--- src/rtl/i2cm_pkg.sv ---
package i2cm_pkg;

	localparam int UNIT_W      = 16;
	localparam int TMO_W       = 8;
	localparam int BYTE_W      = 8;
	localparam int MODE_W      = 2;
	localparam int BIT_IDX_W   = 3;
	localparam int UNITS_W     = 2;
	localparam int CFG_IDX_W   = 2;
	localparam int CFG_DATA_W  = 16;

	localparam int QUEUE_DEPTH = 2;
	localparam int QPTR_W      = $clog2(QUEUE_DEPTH);
	localparam int QCNT_W      = $clog2(QUEUE_DEPTH + 1);

	localparam logic [UNIT_W-1:0] RESET_UNIT_TICKS  = 16'd1;
	localparam logic [TMO_W-1:0]  RESET_ACK_TIMEOUT = 8'd250;

	// command modes
	localparam logic [MODE_W-1:0] MODE_START = 2'd0;
	localparam logic [MODE_W-1:0] MODE_STOP  = 2'd1;
	localparam logic [MODE_W-1:0] MODE_WRITE = 2'd2;
	localparam logic [MODE_W-1:0] MODE_READ  = 2'd3;

	// configuration register indexes
	localparam logic [CFG_IDX_W-1:0] REG_UNIT_TICKS  = 2'd0;
	localparam logic [CFG_IDX_W-1:0] REG_ACK_TIMEOUT = 2'd1;

	// one tick after decode
	typedef struct packed {
		logic              is_start;
		logic              is_stop;
		logic              is_write;
		logic              is_read;
		logic [BYTE_W-1:0] tx_byte;
		logic              ack_after_read;
		logic              sda_in;
	} dec_item_t;

	typedef struct packed {
		logic              scl_level;
		logic              sda_level;
		logic              sda_drive;
		logic              busy_res;
		logic              done_res;
		logic [BYTE_W-1:0] rx_byte;
		logic              nack;
	} res_item_t;

endpackage

--- src/rtl/i2cm_if.sv ---
interface i2cm_cmd_if;
	import i2cm_pkg::*;
	logic              valid;
	logic              ready;
	logic              cmd_valid;
	logic [MODE_W-1:0] mode;
	logic [BYTE_W-1:0] tx_byte;
	logic              ack_after_read;
	logic              sda_in;

	modport source (output valid, cmd_valid, mode, tx_byte, ack_after_read, sda_in,
		input ready);
	modport sink (input valid, cmd_valid, mode, tx_byte, ack_after_read, sda_in,
		output ready);
endinterface

interface i2cm_res_if;
	import i2cm_pkg::*;
	logic              valid;
	logic              ready;
	logic              scl_level;
	logic              sda_level;
	logic              sda_drive;
	logic              busy_res;
	logic              done_res;
	logic [BYTE_W-1:0] rx_byte;
	logic              nack;

	modport source (output valid, scl_level, sda_level, sda_drive, busy_res, done_res,
		rx_byte, nack, input ready);
	modport sink (input valid, scl_level, sda_level, sda_drive, busy_res, done_res,
		rx_byte, nack, output ready);
endinterface

interface i2cm_cfg_if;
	import i2cm_pkg::*;
	logic                  valid;
	logic                  ready;
	logic [CFG_IDX_W-1:0]  index;
	logic [CFG_DATA_W-1:0] data;

	modport source (output valid, index, data, input ready);
	modport sink (input valid, index, data, output ready);
endinterface

--- src/rtl/i2cm_front.sv ---
module i2cm_front
	import i2cm_pkg::*;
(
	i2cm_cmd_if.sink  cmd,
	input  logic      queue_full,
	output logic      push,
	output dec_item_t push_item
);

	assign cmd.ready = !queue_full;
	assign push      = cmd.valid && !queue_full;

	// decode the mode into one flag per command, none when no command is offered
	always_comb begin
		push_item                = '0;
		push_item.tx_byte        = cmd.tx_byte;
		push_item.ack_after_read = cmd.ack_after_read;
		push_item.sda_in         = cmd.sda_in;
		if (cmd.cmd_valid) begin
			case (cmd.mode)
				MODE_START: push_item.is_start = 1'b1;
				MODE_STOP:  push_item.is_stop  = 1'b1;
				MODE_WRITE: push_item.is_write = 1'b1;
				MODE_READ:  push_item.is_read  = 1'b1;
				default:    push_item.is_start = 1'b0;
			endcase
		end
	end

endmodule

--- src/rtl/i2cm_queue.sv ---
module i2cm_queue
	import i2cm_pkg::*;
(
	input  logic      clk,
	input  logic      arst_n,
	input  logic      push,
	input  dec_item_t push_item,
	output logic      full,
	input  logic      pop,
	output logic      pop_valid,
	output dec_item_t pop_item
);

	dec_item_t         mem_q [QUEUE_DEPTH];
	logic [QPTR_W-1:0] wr_ptr_q;
	logic [QPTR_W-1:0] rd_ptr_q;
	logic [QCNT_W-1:0] count_q;

	localparam logic [QPTR_W-1:0] LAST_PTR = QPTR_W'(QUEUE_DEPTH - 1);
	localparam logic [QCNT_W-1:0] DEPTH_CNT = QCNT_W'(QUEUE_DEPTH);

	logic do_pop;

	assign full      = (count_q == DEPTH_CNT);
	assign pop_valid = (count_q != '0);
	assign pop_item  = mem_q[rd_ptr_q];
	assign do_pop    = pop && pop_valid;

	always_ff @(posedge clk) begin
		if (push) begin
			mem_q[wr_ptr_q] <= push_item;
		end
	end

	always_ff @(posedge clk or negedge arst_n) begin
		if (!arst_n) begin
			wr_ptr_q <= '0;
			rd_ptr_q <= '0;
			count_q  <= '0;
		end else begin
			if (push) begin
				wr_ptr_q <= (wr_ptr_q == LAST_PTR) ? '0 : wr_ptr_q + 1'b1;
			end
			if (do_pop) begin
				rd_ptr_q <= (rd_ptr_q == LAST_PTR) ? '0 : rd_ptr_q + 1'b1;
			end
			if (push && !do_pop) begin
				count_q <= count_q + 1'b1;
			end else if (do_pop && !push) begin
				count_q <= count_q - 1'b1;
			end
		end
	end

endmodule

--- src/rtl/i2cm_back.sv ---
module i2cm_back
	import i2cm_pkg::*;
(
	input  logic      clk,
	input  logic      arst_n,
	i2cm_cfg_if.sink  cfg,
	input  logic      item_valid,
	input  dec_item_t item,
	output logic      pop,
	i2cm_res_if.source res
);

	localparam logic [3:0] PH_IDLE    = 4'd0;
	localparam logic [3:0] PH_ST_A    = 4'd1;
	localparam logic [3:0] PH_ST_B    = 4'd2;
	localparam logic [3:0] PH_SP_A    = 4'd3;
	localparam logic [3:0] PH_SP_B    = 4'd4;
	localparam logic [3:0] PH_SP_C    = 4'd5;
	localparam logic [3:0] PH_WR_LOW  = 4'd6;
	localparam logic [3:0] PH_WR_DATA = 4'd7;
	localparam logic [3:0] PH_WR_HIGH = 4'd8;
	localparam logic [3:0] PH_AK_LOW  = 4'd9;
	localparam logic [3:0] PH_AK_HIGH = 4'd10;
	localparam logic [3:0] PH_POLL    = 4'd11;
	localparam logic [3:0] PH_RD_LOW  = 4'd12;
	localparam logic [3:0] PH_RD_HIGH = 4'd13;
	localparam logic [3:0] PH_RA_LOW  = 4'd14;
	localparam logic [3:0] PH_RA_HIGH = 4'd15;

	localparam logic [BIT_IDX_W-1:0] LAST_BIT = 3'd7;

	logic [UNIT_W-1:0]    unit_ticks_q;
	logic [TMO_W-1:0]     ack_timeout_q;

	logic [3:0]           phase_q,   n_phase;
	logic [BIT_IDX_W-1:0] bit_idx_q, n_bit_idx;
	logic [UNIT_W-1:0]    unit_cnt_q, n_unit_cnt;
	logic [UNITS_W-1:0]   units_q,   n_units;
	logic [BYTE_W-1:0]    shift_q,   n_shift;
	logic [TMO_W-1:0]     poll_q,    n_poll;
	logic                 rack_q,    n_rack;
	logic                 scl_q,     n_scl;
	logic                 sda_q,     n_sda;
	logic                 drv_q,     n_drv;
	logic                 nack_q,    n_nack;
	logic [BYTE_W-1:0]    rx_q,      n_rx;
	logic                 done;

	res_item_t            res_q;
	logic                 res_valid_q;
	logic                 advance;

	logic [UNIT_W-1:0]    tick_limit;
	logic [UNIT_W:0]      cnt_inc;
	logic [UNITS_W-1:0]   units_dec;
	logic [TMO_W:0]       poll_inc;
	logic                 expire;
	logic                 do_poll;

	assign cfg.ready = 1'b1;
	assign advance   = item_valid && (!res_valid_q || res.ready);
	assign pop       = advance;

	assign tick_limit = (unit_ticks_q == '0) ? UNIT_W'(1) : unit_ticks_q;
	assign cnt_inc    = {1'b0, unit_cnt_q} + 1'b1;
	assign units_dec  = (units_q != '0) ? units_q - 1'b1 : '0;
	assign poll_inc   = {1'b0, poll_q} + 1'b1;

	always_comb begin
		n_phase    = phase_q;
		n_bit_idx  = bit_idx_q;
		n_unit_cnt = unit_cnt_q;
		n_units    = units_q;
		n_shift    = shift_q;
		n_poll     = poll_q;
		n_rack     = rack_q;
		n_scl      = scl_q;
		n_sda      = sda_q;
		n_drv      = drv_q;
		n_nack     = nack_q;
		n_rx       = rx_q;
		done       = 1'b0;
		expire     = 1'b0;
		do_poll    = 1'b0;

		if (phase_q == PH_IDLE) begin
			n_bit_idx  = '0;
			n_unit_cnt = '0;
			if (item.is_start) begin
				n_drv = 1'b1; n_sda = 1'b1; n_scl = 1'b1;
				n_phase = PH_ST_A; n_units = 2'd2;
			end else if (item.is_stop) begin
				n_drv = 1'b1; n_scl = 1'b0; n_sda = 1'b0;
				n_phase = PH_SP_A; n_units = 2'd2;
			end else if (item.is_write) begin
				n_drv = 1'b1; n_scl = 1'b0;
				n_shift = item.tx_byte;
				n_nack = 1'b0; n_poll = '0;
				n_phase = PH_WR_LOW; n_units = 2'd1;
			end else if (item.is_read) begin
				n_drv = 1'b0; n_sda = 1'b1; n_scl = 1'b0;
				n_shift = '0;
				n_rack = item.ack_after_read;
				n_phase = PH_RD_LOW; n_units = 2'd2;
			end else begin
				n_bit_idx  = bit_idx_q;
				n_unit_cnt = unit_cnt_q;
			end
		end else if (phase_q == PH_POLL) begin
			do_poll = 1'b1;
		end else if (cnt_inc >= {1'b0, tick_limit}) begin
			n_unit_cnt = '0;
			n_units    = units_dec;
			expire     = (units_dec == '0);
		end else begin
			n_unit_cnt = cnt_inc[UNIT_W-1:0];
		end

		// hold time of the current phase has run out
		if (expire) begin
			case (phase_q)
				PH_ST_A: begin
					n_sda = 1'b0; n_phase = PH_ST_B; n_units = 2'd2;
				end
				PH_ST_B: begin
					n_scl = 1'b0; n_phase = PH_IDLE; done = 1'b1;
				end
				PH_SP_A: begin
					n_scl = 1'b1; n_phase = PH_SP_B; n_units = 2'd1;
				end
				PH_SP_B: begin
					n_sda = 1'b1; n_phase = PH_SP_C; n_units = 2'd2;
				end
				PH_SP_C: begin
					n_phase = PH_IDLE; done = 1'b1;
				end
				PH_WR_LOW: begin
					n_sda = shift_q[BYTE_W-1];
					n_shift = {shift_q[BYTE_W-2:0], 1'b0};
					n_phase = PH_WR_DATA; n_units = 2'd1;
				end
				PH_WR_DATA: begin
					n_scl = 1'b1; n_phase = PH_WR_HIGH; n_units = 2'd2;
				end
				PH_WR_HIGH: begin
					n_scl = 1'b0;
					if (bit_idx_q == LAST_BIT) begin
						n_drv = 1'b0; n_sda = 1'b1; n_poll = '0;
						n_phase = PH_AK_LOW; n_units = 2'd1;
					end else begin
						n_bit_idx = bit_idx_q + 1'b1;
						n_phase = PH_WR_LOW; n_units = 2'd1;
					end
				end
				PH_AK_LOW: begin
					n_scl = 1'b1; n_phase = PH_AK_HIGH; n_units = 2'd1;
				end
				PH_AK_HIGH: begin
					do_poll = 1'b1;
				end
				PH_RD_LOW: begin
					n_scl = 1'b1; n_phase = PH_RD_HIGH; n_units = 2'd2;
				end
				PH_RD_HIGH: begin
					n_shift = {shift_q[BYTE_W-2:0], item.sda_in};
					n_scl = 1'b0;
					if (bit_idx_q == LAST_BIT) begin
						n_drv = 1'b1; n_sda = !rack_q;
						n_phase = PH_RA_LOW; n_units = 2'd2;
					end else begin
						n_bit_idx = bit_idx_q + 1'b1;
						n_phase = PH_RD_LOW; n_units = 2'd2;
					end
				end
				PH_RA_LOW: begin
					n_scl = 1'b1; n_phase = PH_RA_HIGH; n_units = 2'd2;
				end
				PH_RA_HIGH: begin
					n_scl = 1'b0; n_rx = shift_q; n_phase = PH_IDLE; done = 1'b1;
				end
				default: begin
					n_phase = PH_IDLE;
				end
			endcase
		end

		// acknowledge poll, shared by the ack high phase and the poll phase
		if (do_poll) begin
			if (!item.sda_in) begin
				n_scl = 1'b0; n_nack = 1'b0; n_phase = PH_IDLE; done = 1'b1;
			end else if (poll_inc > {1'b0, ack_timeout_q}) begin
				n_drv = 1'b1; n_scl = 1'b0; n_sda = 1'b0;
				n_nack = 1'b1; n_poll = '0;
				n_phase = PH_SP_A; n_units = 2'd2; n_unit_cnt = '0;
			end else begin
				n_poll = poll_inc[TMO_W-1:0];
				n_phase = PH_POLL;
			end
		end
	end

	always_ff @(posedge clk or negedge arst_n) begin
		if (!arst_n) begin
			unit_ticks_q  <= RESET_UNIT_TICKS;
			ack_timeout_q <= RESET_ACK_TIMEOUT;
		end else if (cfg.valid) begin
			case (cfg.index)
				REG_UNIT_TICKS:  unit_ticks_q  <= cfg.data[UNIT_W-1:0];
				REG_ACK_TIMEOUT: ack_timeout_q <= cfg.data[TMO_W-1:0];
				default:         ;
			endcase
		end
	end

	always_ff @(posedge clk or negedge arst_n) begin
		if (!arst_n) begin
			phase_q     <= PH_IDLE;
			bit_idx_q   <= '0;
			unit_cnt_q  <= '0;
			units_q     <= '0;
			shift_q     <= '0;
			poll_q      <= '0;
			rack_q      <= 1'b0;
			scl_q       <= 1'b1;
			sda_q       <= 1'b1;
			drv_q       <= 1'b1;
			nack_q      <= 1'b0;
			rx_q        <= '0;
			res_valid_q <= 1'b0;
		end else begin
			if (advance) begin
				phase_q    <= n_phase;
				bit_idx_q  <= n_bit_idx;
				unit_cnt_q <= n_unit_cnt;
				units_q    <= n_units;
				shift_q    <= n_shift;
				poll_q     <= n_poll;
				rack_q     <= n_rack;
				scl_q      <= n_scl;
				sda_q      <= n_sda;
				drv_q      <= n_drv;
				nack_q     <= n_nack;
				rx_q       <= n_rx;
				res_valid_q <= 1'b1;
			end else if (res.ready) begin
				res_valid_q <= 1'b0;
			end
		end
	end

	always_ff @(posedge clk) begin
		if (advance) begin
			res_q.scl_level <= n_scl;
			res_q.sda_level <= n_drv ? n_sda : 1'b1;
			res_q.sda_drive <= n_drv;
			res_q.busy_res  <= (n_phase != PH_IDLE);
			res_q.done_res  <= done;
			res_q.rx_byte   <= n_rx;
			res_q.nack      <= n_nack;
		end
	end

	assign res.valid     = res_valid_q;
	assign res.scl_level = res_q.scl_level;
	assign res.sda_level = res_q.sda_level;
	assign res.sda_drive = res_q.sda_drive;
	assign res.busy_res  = res_q.busy_res;
	assign res.done_res  = res_q.done_res;
	assign res.rx_byte   = res_q.rx_byte;
	assign res.nack      = res_q.nack;

endmodule

--- src/rtl/i2c_master_byte_engine_unit.sv ---
// channel  role    handshake      payload
// cmd      sink    valid/ready    cmd_valid, mode, tx_byte, ack_after_read, sda_in
// res      source  valid/ready    scl_level, sda_level, sda_drive, busy_res, done_res,
//                                 rx_byte, nack
// cfg      sink    valid/ready    index (0 unit_ticks, 1 ack_timeout), data
//
// one tick item per clock sustained while res is not stalled; the sequencer state update is the single-cycle loop
// an accepted item passes the decode queue and then the output register before its result is shown
// the two-entry queue keeps cmd ready while res is stalled, until the queue fills
// arst_n clears the sequencer to idle with scl, sda high and driven; cfg ready is always high
module i2c_master_byte_engine_unit
	import i2cm_pkg::*;
(
	input logic        clk,
	input logic        arst_n,
	i2cm_cmd_if.sink   cmd,
	i2cm_res_if.source res,
	i2cm_cfg_if.sink   cfg
);

	logic      push;
	dec_item_t push_item;
	logic      queue_full;
	logic      pop;
	logic      pop_valid;
	dec_item_t pop_item;

	i2cm_front u_front (
		.cmd        (cmd),
		.queue_full (queue_full),
		.push       (push),
		.push_item  (push_item)
	);

	i2cm_queue u_queue (
		.clk       (clk),
		.arst_n    (arst_n),
		.push      (push),
		.push_item (push_item),
		.full      (queue_full),
		.pop       (pop),
		.pop_valid (pop_valid),
		.pop_item  (pop_item)
	);

	i2cm_back u_back (
		.clk        (clk),
		.arst_n     (arst_n),
		.cfg        (cfg),
		.item_valid (pop_valid),
		.item       (pop_item),
		.pop        (pop),
		.res        (res)
	);

endmodule
--- src/flat_wrapper.sv ---
// flat-port wrapper written by rule: the top's interface ports become plain ports
module i2c_master_byte_engine_unit_flat import i2cm_pkg::*;
  (clk, arst_n, cmd_valid, cmd_cmd_valid, cmd_mode, cmd_tx_byte, cmd_ack_after_read, cmd_sda_in, cmd_ready, res_valid, res_scl_level, res_sda_level, res_sda_drive, res_busy_res, res_done_res, res_rx_byte, res_nack, res_ready, cfg_valid, cfg_index, cfg_data, cfg_ready);
  i2cm_cmd_if cmd_i ();
  i2cm_res_if res_i ();
  i2cm_cfg_if cfg_i ();
  input logic clk;
  input logic arst_n;
  input wire logic [$bits(cmd_i.valid)-1:0] cmd_valid;
  input wire logic [$bits(cmd_i.cmd_valid)-1:0] cmd_cmd_valid;
  input wire logic [$bits(cmd_i.mode)-1:0] cmd_mode;
  input wire logic [$bits(cmd_i.tx_byte)-1:0] cmd_tx_byte;
  input wire logic [$bits(cmd_i.ack_after_read)-1:0] cmd_ack_after_read;
  input wire logic [$bits(cmd_i.sda_in)-1:0] cmd_sda_in;
  output wire logic [$bits(cmd_i.ready)-1:0] cmd_ready;
  output wire logic [$bits(res_i.valid)-1:0] res_valid;
  output wire logic [$bits(res_i.scl_level)-1:0] res_scl_level;
  output wire logic [$bits(res_i.sda_level)-1:0] res_sda_level;
  output wire logic [$bits(res_i.sda_drive)-1:0] res_sda_drive;
  output wire logic [$bits(res_i.busy_res)-1:0] res_busy_res;
  output wire logic [$bits(res_i.done_res)-1:0] res_done_res;
  output wire logic [$bits(res_i.rx_byte)-1:0] res_rx_byte;
  output wire logic [$bits(res_i.nack)-1:0] res_nack;
  input wire logic [$bits(res_i.ready)-1:0] res_ready;
  input wire logic [$bits(cfg_i.valid)-1:0] cfg_valid;
  input wire logic [$bits(cfg_i.index)-1:0] cfg_index;
  input wire logic [$bits(cfg_i.data)-1:0] cfg_data;
  output wire logic [$bits(cfg_i.ready)-1:0] cfg_ready;
  assign cmd_i.valid = cmd_valid;
  assign cmd_i.cmd_valid = cmd_cmd_valid;
  assign cmd_i.mode = cmd_mode;
  assign cmd_i.tx_byte = cmd_tx_byte;
  assign cmd_i.ack_after_read = cmd_ack_after_read;
  assign cmd_i.sda_in = cmd_sda_in;
  assign cmd_ready = cmd_i.ready;
  assign res_valid = res_i.valid;
  assign res_scl_level = res_i.scl_level;
  assign res_sda_level = res_i.sda_level;
  assign res_sda_drive = res_i.sda_drive;
  assign res_busy_res = res_i.busy_res;
  assign res_done_res = res_i.done_res;
  assign res_rx_byte = res_i.rx_byte;
  assign res_nack = res_i.nack;
  assign res_i.ready = res_ready;
  assign cfg_i.valid = cfg_valid;
  assign cfg_i.index = cfg_index;
  assign cfg_i.data = cfg_data;
  assign cfg_ready = cfg_i.ready;
  i2c_master_byte_engine_unit u_core (.clk(clk), .arst_n(arst_n), .cmd(cmd_i), .res(res_i), .cfg(cfg_i));
endmodule
--- config.mk ---
export PLATFORM = sky130hd
export DESIGN_NAME = i2c_master_byte_engine_unit_flat
export DESIGN_NICKNAME = d
export VERILOG_FILES = /design/src/rtl/i2cm_pkg.sv /design/src/rtl/i2cm_if.sv /design/src/rtl/i2cm_front.sv /design/src/rtl/i2cm_queue.sv /design/src/rtl/i2cm_back.sv /design/src/rtl/i2c_master_byte_engine_unit.sv /design/src/flat_wrapper.sv
export SDC_FILE = /design/constraint.sdc
export NUM_CORES = 1
export LEC_CHECK = 0
export ABC_CLOCK_PERIOD_IN_PS = 9300
export BUFFER_PORTS_ARGS = -buffer_cell sky130_fd_sc_hd__clkbuf_2
export CAP_MARGIN = 20
export CORE_UTILIZATION = 48
export DETAILED_ROUTE_END_ITERATION = 8
export GPL_TIMING_DRIVEN = 0
export PLACE_DENSITY_LB_ADDON = 0.12
export SYNTH_ARGS = -nofsm -noshare
export SYNTH_HDL_FRONTEND = slang
export SYNTH_SLANG_ARGS = --single-unit
--- constraint.sdc ---
create_clock -name clk -period 9.3 [get_ports clk]
set_input_delay 0 -clock clk [delete_from_list [all_inputs] [get_ports clk]]
set_output_delay 0 -clock clk [all_outputs]
set_load 0.02 [all_outputs]
==> results of run 1 <==
==> sequential cells by signal, summed over array words and instances (netlist names), 2 cells and up <==
| signal | flops |
|---|---|
| u_core.u_back.unit_ticks_q | 16 |
| u_core.u_back.res.rx_byte | 8 |
| u_core.u_back.phase_q | 4 |
| u_core.u_back.unit_cnt_q | 16 |
| u_core.u_queue.mem_q | 28 |
| u_core.u_back.poll_q | 8 |
| u_core.u_back.rx_q | 8 |
| u_core.u_back.shift_q | 8 |
| u_core.u_queue.count_q | 2 |
| u_core.u_back.units_q | 2 |
| u_core.u_back.ack_timeout_q | 8 |
| u_core.u_back.bit_idx_q | 3 |
==> area by class of cell <==
class | count | area, µm² | area share [%]
plain buffers | 32 | 146.4 | 1.788
clock buffers | 17 | 425.4 | 5.197
clock inverters | 15 | 170.2 | 2.079
inverters | 33 | 123.9 | 1.513
multi-input cells | 447 | 3087 | 37.71
flip-flops and latches | 125 | 3351 | 40.94
well taps | 176 | 220.2 | 2.690
repair buffers | 89 | 661.9 | 8.086
==> Yosys cell counts (all sizes together) (3+ instances only) <==
cell type  number
inv            32
clkbuf         21
nor4            6
nor2b           4
nand3          25
o32ai           3
a221o           8
nor2           35
mux2           31
a22o           11
o22ai           3
a21o            5
ha             29
dfrtp          73
nand4           8
a32o            4
edfxtp         42
or3             7
mux2i          15
o21ai          47
o21a            5
and3            7
xnor2          15
buf            11
o211ai          5
a21oi          32
a31oi           8
a211oi          3
o221ai          3
dfstp          10
nand2b         12
nor3           13
or4             3
nand2          64
or2             5
xor2            8
==> metal layers <==
metal,share of wire [%],vias up
met2,47,128
met1,47,2621
met3,4.7,16
li1,-,2559
met4,1.2,0
met5,0,-
==> final timing paths <==
check | from | endpoint | cells past startpoint
max reg2reg | u_core.u_back.unit_cnt_q[0] | u_core.u_back.shift_q[5] | 15
max | u_core.u_back.unit_cnt_q[0] | u_core.u_back.shift_q[5] | 15
min reg2reg | u_core.u_back.sda_q | u_core.u_back.sda_q | 2
min | arst_n | u_core.u_back.rx_q[4] | 2
max in group asynchronous | arst_n | u_core.u_back.sda_q | 3
min in group clk | cfg_index[0] | u_core.u_back.unit_ticks_q[12] | 4
==> placed cells by master, fill, tap and decap left out, types with 7 or more instances in the layout <==
| cell | n |
|---|---|
| a21oi_1 | 32 |
| xnor2_1 | 15 |
| nor3_1 | 11 |
| dfstp_2 | 10 |
| and3_1 | 7 |
| mux2i_1 | 15 |
| nand4_1 | 7 |
| dlygate4sd3_1 | 35 |
| nor2_1 | 34 |
| a221o_1 | 8 |
| a22o_1 | 11 |
| mux2_4 | 8 |
| nand2_1 | 64 |
| or3_1 | 7 |
| xor2_1 | 8 |
| a31oi_1 | 7 |
| nand2b_1 | 12 |
| o21ai_0 | 45 |
| ha_1 | 29 |
| mux2_2 | 23 |
| clkbuf_16 | 17 |
| clkbuf_2 | 50 |
| inv_1 | 32 |
| edfxtp_1 | 42 |
| dfrtp_1 | 73 |
| nand3_1 | 23 |
| clkbuf_1 | 21 |
==> per-stage QoR <==
step / hold slack [ns] / instance area (µm²) / worst slack (ns)
finish: 0.04800 / 8185 / 4.580
global route: 0.08223 / 8185 / 4.273
CTS: 0.05357 / 8185 / 4.595
detailed placement: -0.04587 / 7239 / 4.662
global placement: 0.1902 / 7183 / 4.737
floorplan: -0.2956 / 6708 / 5.445
==> worst register-to-register path, delay by kind of cell (launching register included) <==
kind / cells / cell delay, ns
buf+inv: 1 / 0.16
xor+xnor: 1 / 0.28
compound gates: 4 / 1.71
simple gates: 7 / 1.44
flops: 1 / 0.43
fa+ha+maj: 2 / 0.63
==> power breakdown <==
part / internal (mW) / switching, mW
Clock: 0.419 / 0.246
Combinational: 0.241 / 0.403
Sequential: 0.705 / 0.0666
==> logic make-up after synthesis <==
group / synth area share [%]
buffers and inverters: 4.029
and+or+nand+nor: 14.83
other: 0.05591
xor gates and xnor gates: 3.003
AOI/OAI and AO/OA: 14.83
DFF: 49.95
adders and majority gates: 5.409
muxes: 7.890
==> what timing repair did <==
action	CTS	global route
hold endpoints to repair	131	0
hold buffers	35	0
gates resized for setup	0	0
==> reports/qor.yml, run 1 <==
grt:
  grt_use_met1_pct: 33.98
  grt_pass1_wl_um: 26970
  grt_antenna_before_repair: 0
  grt_overall_usage_pct: 24.32
  grt-busiest-layer: "met2"
  grt_max_degree: 64
  gr-total-overflow: 0
  grt.met3_usage_pct: 5.613
  via_count_of_the_first_global_routing_pass: 5312
  use_met2_pct: 37.64
synth:
  yosysUniqueCellTypes: 68
  number_of_enable_flip_flop_cells_after_synthesis: 42
  synth.ff_latch_count: 125
  synth.avg_cell_area_um2: 10.53
  async_flop_share_pct: 66.40
  synth.top_cells.by_area: "dfrtp_1, edfxtp_1, ha_1"
  synthesis.instances: 637
  synth-seq-area-share_pct: 49.95
  netlist_area_um2: 6708
  syn-num-nets: 702
  synth_top_cell_area_share_pct: 27.23
  synth_ff_type: "dfrtp_1"
  synth_area_leader_cell: "dfrtp_1"
  ys_warn_count: 0
drt:
  drt_pre_antenna_iters: 5
  totalWireLength_um: 16420
  route.vias.total: 5324
  drt_iter0_drc: 368
  vias_per_cell: 5.700
  drt_drc_violations_left: 0
  drt.antenna.violating_nets: 0
  routedWlPerCell_um: 17.57
setup_path:
  start_kind: "register"
  crit_buf_inv: 1
  slowest_delay_ns: 0.59
  r2r_slack_ns: 4.58
  worstPathCellList: "ha_1, nand3_2, or2_2, clkbuf_1, nor3_1, xor2_1, ha_1, nand4_2, nor4_1, a221oi_1, nand3_2, o21ai_1, nor2_1, a31oi_2, a221o_1"
  timing_worst_setup_path_type: "register to register"
  timing.critical_path.to_type: "register"
  path_delay_family: "compound AO/OA/AOI/OAI gates"
  critPathMaxFanout: 8
  worst-endpoint-arrival_ns: 5.07
  crit_required_ns: 9.65
  critical_path.slowest_cell: "o21ai_1"
placed_design:
  io_buffer_count: 51
  dpl.cell_count: 867
  dp_hpwl_um: 11720
  gpl.final_weighted_congestion: 0.9657
timing:
  grt_setup_unrepaired: "false"
  max_freq_ghz: 0.2119
  clock-skew-final_ns: 0.007701
  worst_pin_slew_ns: 0.7778
  final_total_negative_setup_slack_ns: 0
  final_setup_viols: 0
  final_min_period_over_clock_period_pct: 50.75
  timing.slew.headroom_pct: 47.49
  layout_min_cycle_time_ns: 4.720
  timing.final.hold_violations: 0
  final_max_slew_viol_count: 0
clock_tree:
  clock-sinks: 125
  cts_tree: "yes"
  numCtsBuffers: 17
  path_clk_slew_ns: 0.05
  htreeDepth: 4
  clk_latency_ns: 0.42
  cts.root.buffer_cell: "clkbuf_16"
  max-clock-path-buffers: 2
  cts_post_setup_buffers_inserted: 0
finish:
  fin_cells: 934
  antenna_cells: 0
  fillerInstances: 1137
  postLayoutCoreUtil_pct: 60.84
  syn2layout_area_growth_pct: 22.03
  drive_above_1_share_pct: 19.13
  final_nets: 810
die:
  die-height_um: 120.2
  top_level_pins: 53
  die_w_um: 120.2
  fp.dieArea_um2: 14450
  core_area_um2: 13450
  initial_utilization_pct: 49.86
  placement_rows: 42
power:
  peakVddDrop_uv: 154.8
  leakage_nw: 3.631
  power.density_cell_area_nw_per_um2: 254.3
  p_total_mw: 2.082
run:
  drv_cap: 0
worst_hold_path:
  min-delay-path-class: "primary input to async pin"
outcome:
  status: "finished clean"
(Power assumes the default switching activity.)
==> run 2, diff against run 1 <==
- ABC_AREA: unset -> 1
- ABC_CLOCK_PERIOD_IN_PS: 9300 -> 3900
- clock period: 9.3 -> 3.9 ns (I/O delays scaled with it)
==> run 2 against run 1 <==
Total power rose to 2.8 times the previous value. Highest routed layer unchanged. Flip-flop and latch count unchanged. Die area increased by 11%. Critical endpoint is now u_core.u_back.res.busy_res.
==> reports/qor.yml, run 2 <==
clock_tree:
  cts_tree: "yes"
  max-clock-path-buffers: 2
  path_clk_slew_ns: 0.06
  htreeDepth: 4
  clk_latency_ns: 0.43
  numCtsBuffers: 17
  clock-sinks: 125
  cts.root.buffer_cell: "clkbuf_16"
timing:
  final_max_slew_viol_count: 0
  clock-skew-final_ns: 0.01092
  timing.hold.ws_ns: 0.03950
  worst_pin_slew_ns: 0.8695
  timing.final.hold_violations: 0
  final_min_period_over_clock_period_pct: 91.11
  max_freq_ghz: 0.2814
  final_setup_viols: 0
  layout_min_cycle_time_ns: 3.553
  final_total_negative_setup_slack_ns: 0
  timing.slew.headroom_pct: 42.03
worst_hold_path:
  min-delay-path-class: "primary input to register"
  number_of_stages_on_the_worst_hold_path: 5
drt:
  drt_iter0_drc: 383
  totalWireLength_um: 18230
  drt.antenna.violating_nets: 0
  m1WireLength_um: 8894
  routedWlPerCell_um: 14.42
  drt_pre_antenna_iters: 7
  wl_met3_um: 747
  highest_layer: "met4"
  drt_drc_violations_left: 0
  route.vias.total: 6482
  vias_per_cell: 5.128
  met2RoutedLength_um: 8257
placed_design:
  dp_hpwl_um: 13030
  postPlaceCellArea_um2: 7963
  io_buffer_count: 51
  gpl.final_weighted_congestion: 0.9082
synth:
  netlist_area_um2: 7427
  synth.avg_cell_area_um2: 7.826
  ys_warn_count: 0
  synthesis.instances: 949
  synth.ff_latch_count: 125
  synth.top_cells.by_area: "dfrtp_1, edfxtp_1, nand2_1"
  netlist_top_cells_count: "nand2_1, inv_1, nor2_1, dfrtp_1, o21ai_0"
  synth_ff_type: "dfrtp_1"
  number_of_enable_flip_flop_cells_after_synthesis: 42
  async_flop_share_pct: 66.40
  syn-num-nets: 1014
  synth_top_cell_area_share_pct: 24.60
  synthMostInstantiatedCell: "nand2_1"
  synth-seq-area-share_pct: 45.11
  yosysUniqueCellTypes: 54
  synth_area_leader_cell: "dfrtp_1"
finish:
  layout.cells.most_common_list: "nand2_1, inv_1, nor2_1, dfrtp_1, o21ai_0"
  syn2layout_area_growth_pct: 20.79
  top_regs: "u_core.u_queue.mem_q x28, u_core.u_back.unit_cnt_q x16, u_core.u_back.unit_ticks_q x16"
  largest_register_ff_count: 28
  drive_above_1_share_pct: 15.33
  fin_area_um2: 8971
  final_nets: 1128
  antenna_cells: 0
  fillerInstances: 1397
  layout_commonest_cell: "nand2_1"
  largest-register: "u_core.u_queue.mem_q"
setup_path:
  worstPathCellList: "nand3_1, nor3_2, nand3_2, nor2_1, xnor2_1, inv_1, ha_1, a21oi_1, a21boi_0, nand3_1, nor2_2, nand2_2, buf_6, nand3_4, buf_12, nand2_2, nand3_1, nand2_1, nor2_1, nand2_1"
  start_kind: "register"
  timing_worst_setup_path_type: "register to register"
  timing.critical_path.to_type: "register"
  slowest_delay_ns: 0.46
  crit_required_ns: 4.07
  crit_top_cell: "nand3_1"
  worst-endpoint-arrival_ns: 3.73
  critical_path.slowest_cell: "dfrtp_1"
  reg2regPathDepth: 20
  r2r_slack_ns: 0.35
  critPathMaxFanout: 10
die:
  core_area_um2: 15150
  die-height_um: 126.4
  fp.dieArea_um2: 15970
  top_level_pins: 53
  die_w_um: 126.4
  placement_rows: 45
  initial_utilization_pct: 49.04
grt:
  gr-total-overflow: 0
  via_count_of_the_first_global_routing_pass: 6124
  grt_overall_usage_pct: 24.50
  grt_pass1_wl_um: 30400
  grt_max_degree: 53
  grt_antenna_before_repair: 0
run:
  drv_cap: 0
power:
  peakVddDrop_uv: 468.6
  power.density_cell_area_nw_per_um2: 642.3
  leakage_nw: 4.505
outcome:
  status: "finished clean"
-- run 2: changes by cell type after synthesis, moves of 9 or more --
cell and change:
nand2_1 +243, inv_1 +74, mux2_2 -22, clkbuf_1 -9
mux2i_1 -15, nand3_1 +14, o21ai_0 +15, o21ai_1 +14
a22o_1 -11, nor2_1 +45, nand2b_1 -12, xnor2_1 -10
-- run 2: kinds of logic (layout without fill, tap and decap cells) --
logic type | Yosys count | count (layout) | synth area share (%)
compound gates | 141 | 141 | 10.77
xor+xnor | 19 | 19 | 2.241
fa+ha+maj | 29 | 29 | 4.885
buf+inv | 144 | 271 | 8.389
flops | 125 | 125 | 45.11
mux | 1 | 1 | 0.1516
other cells | 1 | 1 | 0.05049
simple gates | 489 | 489 | 28.40
-- run 2: path summary, 6_finish.rpt --
kind / start / to
max: u_core.u_back.unit_cnt_q[2] / u_core.u_back.res.busy_res
max reg2reg: u_core.u_back.unit_cnt_q[2] / u_core.u_back.res.busy_res
min in group asynchronous: arst_n / u_core.u_back.unit_ticks_q[13]
max in group asynchronous: arst_n / u_core.u_back.ack_timeout_q[4]
min reg2reg: u_core.u_back.sda_q / u_core.u_back.sda_q
min: cfg_index[1] / u_core.u_back.unit_ticks_q[11]
-- run 2: timing repair --
| item | in CTS | in global routing |
|---|---|---|
| buffers inserted | 0 | 6 |
| hold endpoints to repair | 93 | 0 |
| endpoints found under the setup margin | 0 | 24 |
| hold buffers | 35 | 0 |
| gates resized for setup | 0 | 8 |
-- run 2: worst max-delay path, delay by kind of cell, from the launching register on --
family | cells | cell delay (ns)
buf+inv | 3 | 0.38
fa+ha+maj | 1 | 0.31
flops | 1 | 0.46
xor+xnor | 1 | 0.19
simple gates | 13 | 1.59
compound gates | 2 | 0.35
-- run 2: stage by stage --
stage / power [mW] / util [%] / instances / setup WS (ns)
after floorplan: 3.491 / - / 949 / 0.7999
after global placement: 4.131 / 52.28 / 1188 / 0.1216
after detailed placement: 4.154 / 52.57 / 1191 / 0.1579
after CTS: 5.773 / 58.77 / 1258 / 0.1427
after global routing: 6.169 / 59.23 / 1264 / -0.01611
final: 5.762 / 59.23 / 1264 / 0.3467
-- run 2: power breakdown --
group / total [mW] / switching, mW / internal, mW / leakage, nW
clock: 1.58 / 0.631 / 0.948 / 0.281
combinational: 2.22 / 1.50 / 0.719 / 2.77
sequential: 1.96 / 0.215 / 1.74 / 1.45
total: 5.76 / 2.35 / 3.41 / 4.50
-- run 2: final cells by class --
type	count	area, µm²	area share, %
multi-input combinational	680	3476	38.74
sequential	125	3353	37.38
timing repair buffer	95	695.7	7.755
clock buffer	17	425.4	4.742
inverter	113	424.2	4.728
tap	188	235.2	2.622
buffer	31	198.9	2.218
clock inverter	15	162.7	1.813
-- run 2: metal layers --
metal | GRT usage [%] | vias to the layer above
met5 | 0 | -
met4 | 9.426 | 0
met3 | 4.091 | 30
met2 | 39.00 | 154
met1 | 33.53 | 2981
li1 | - | 3317
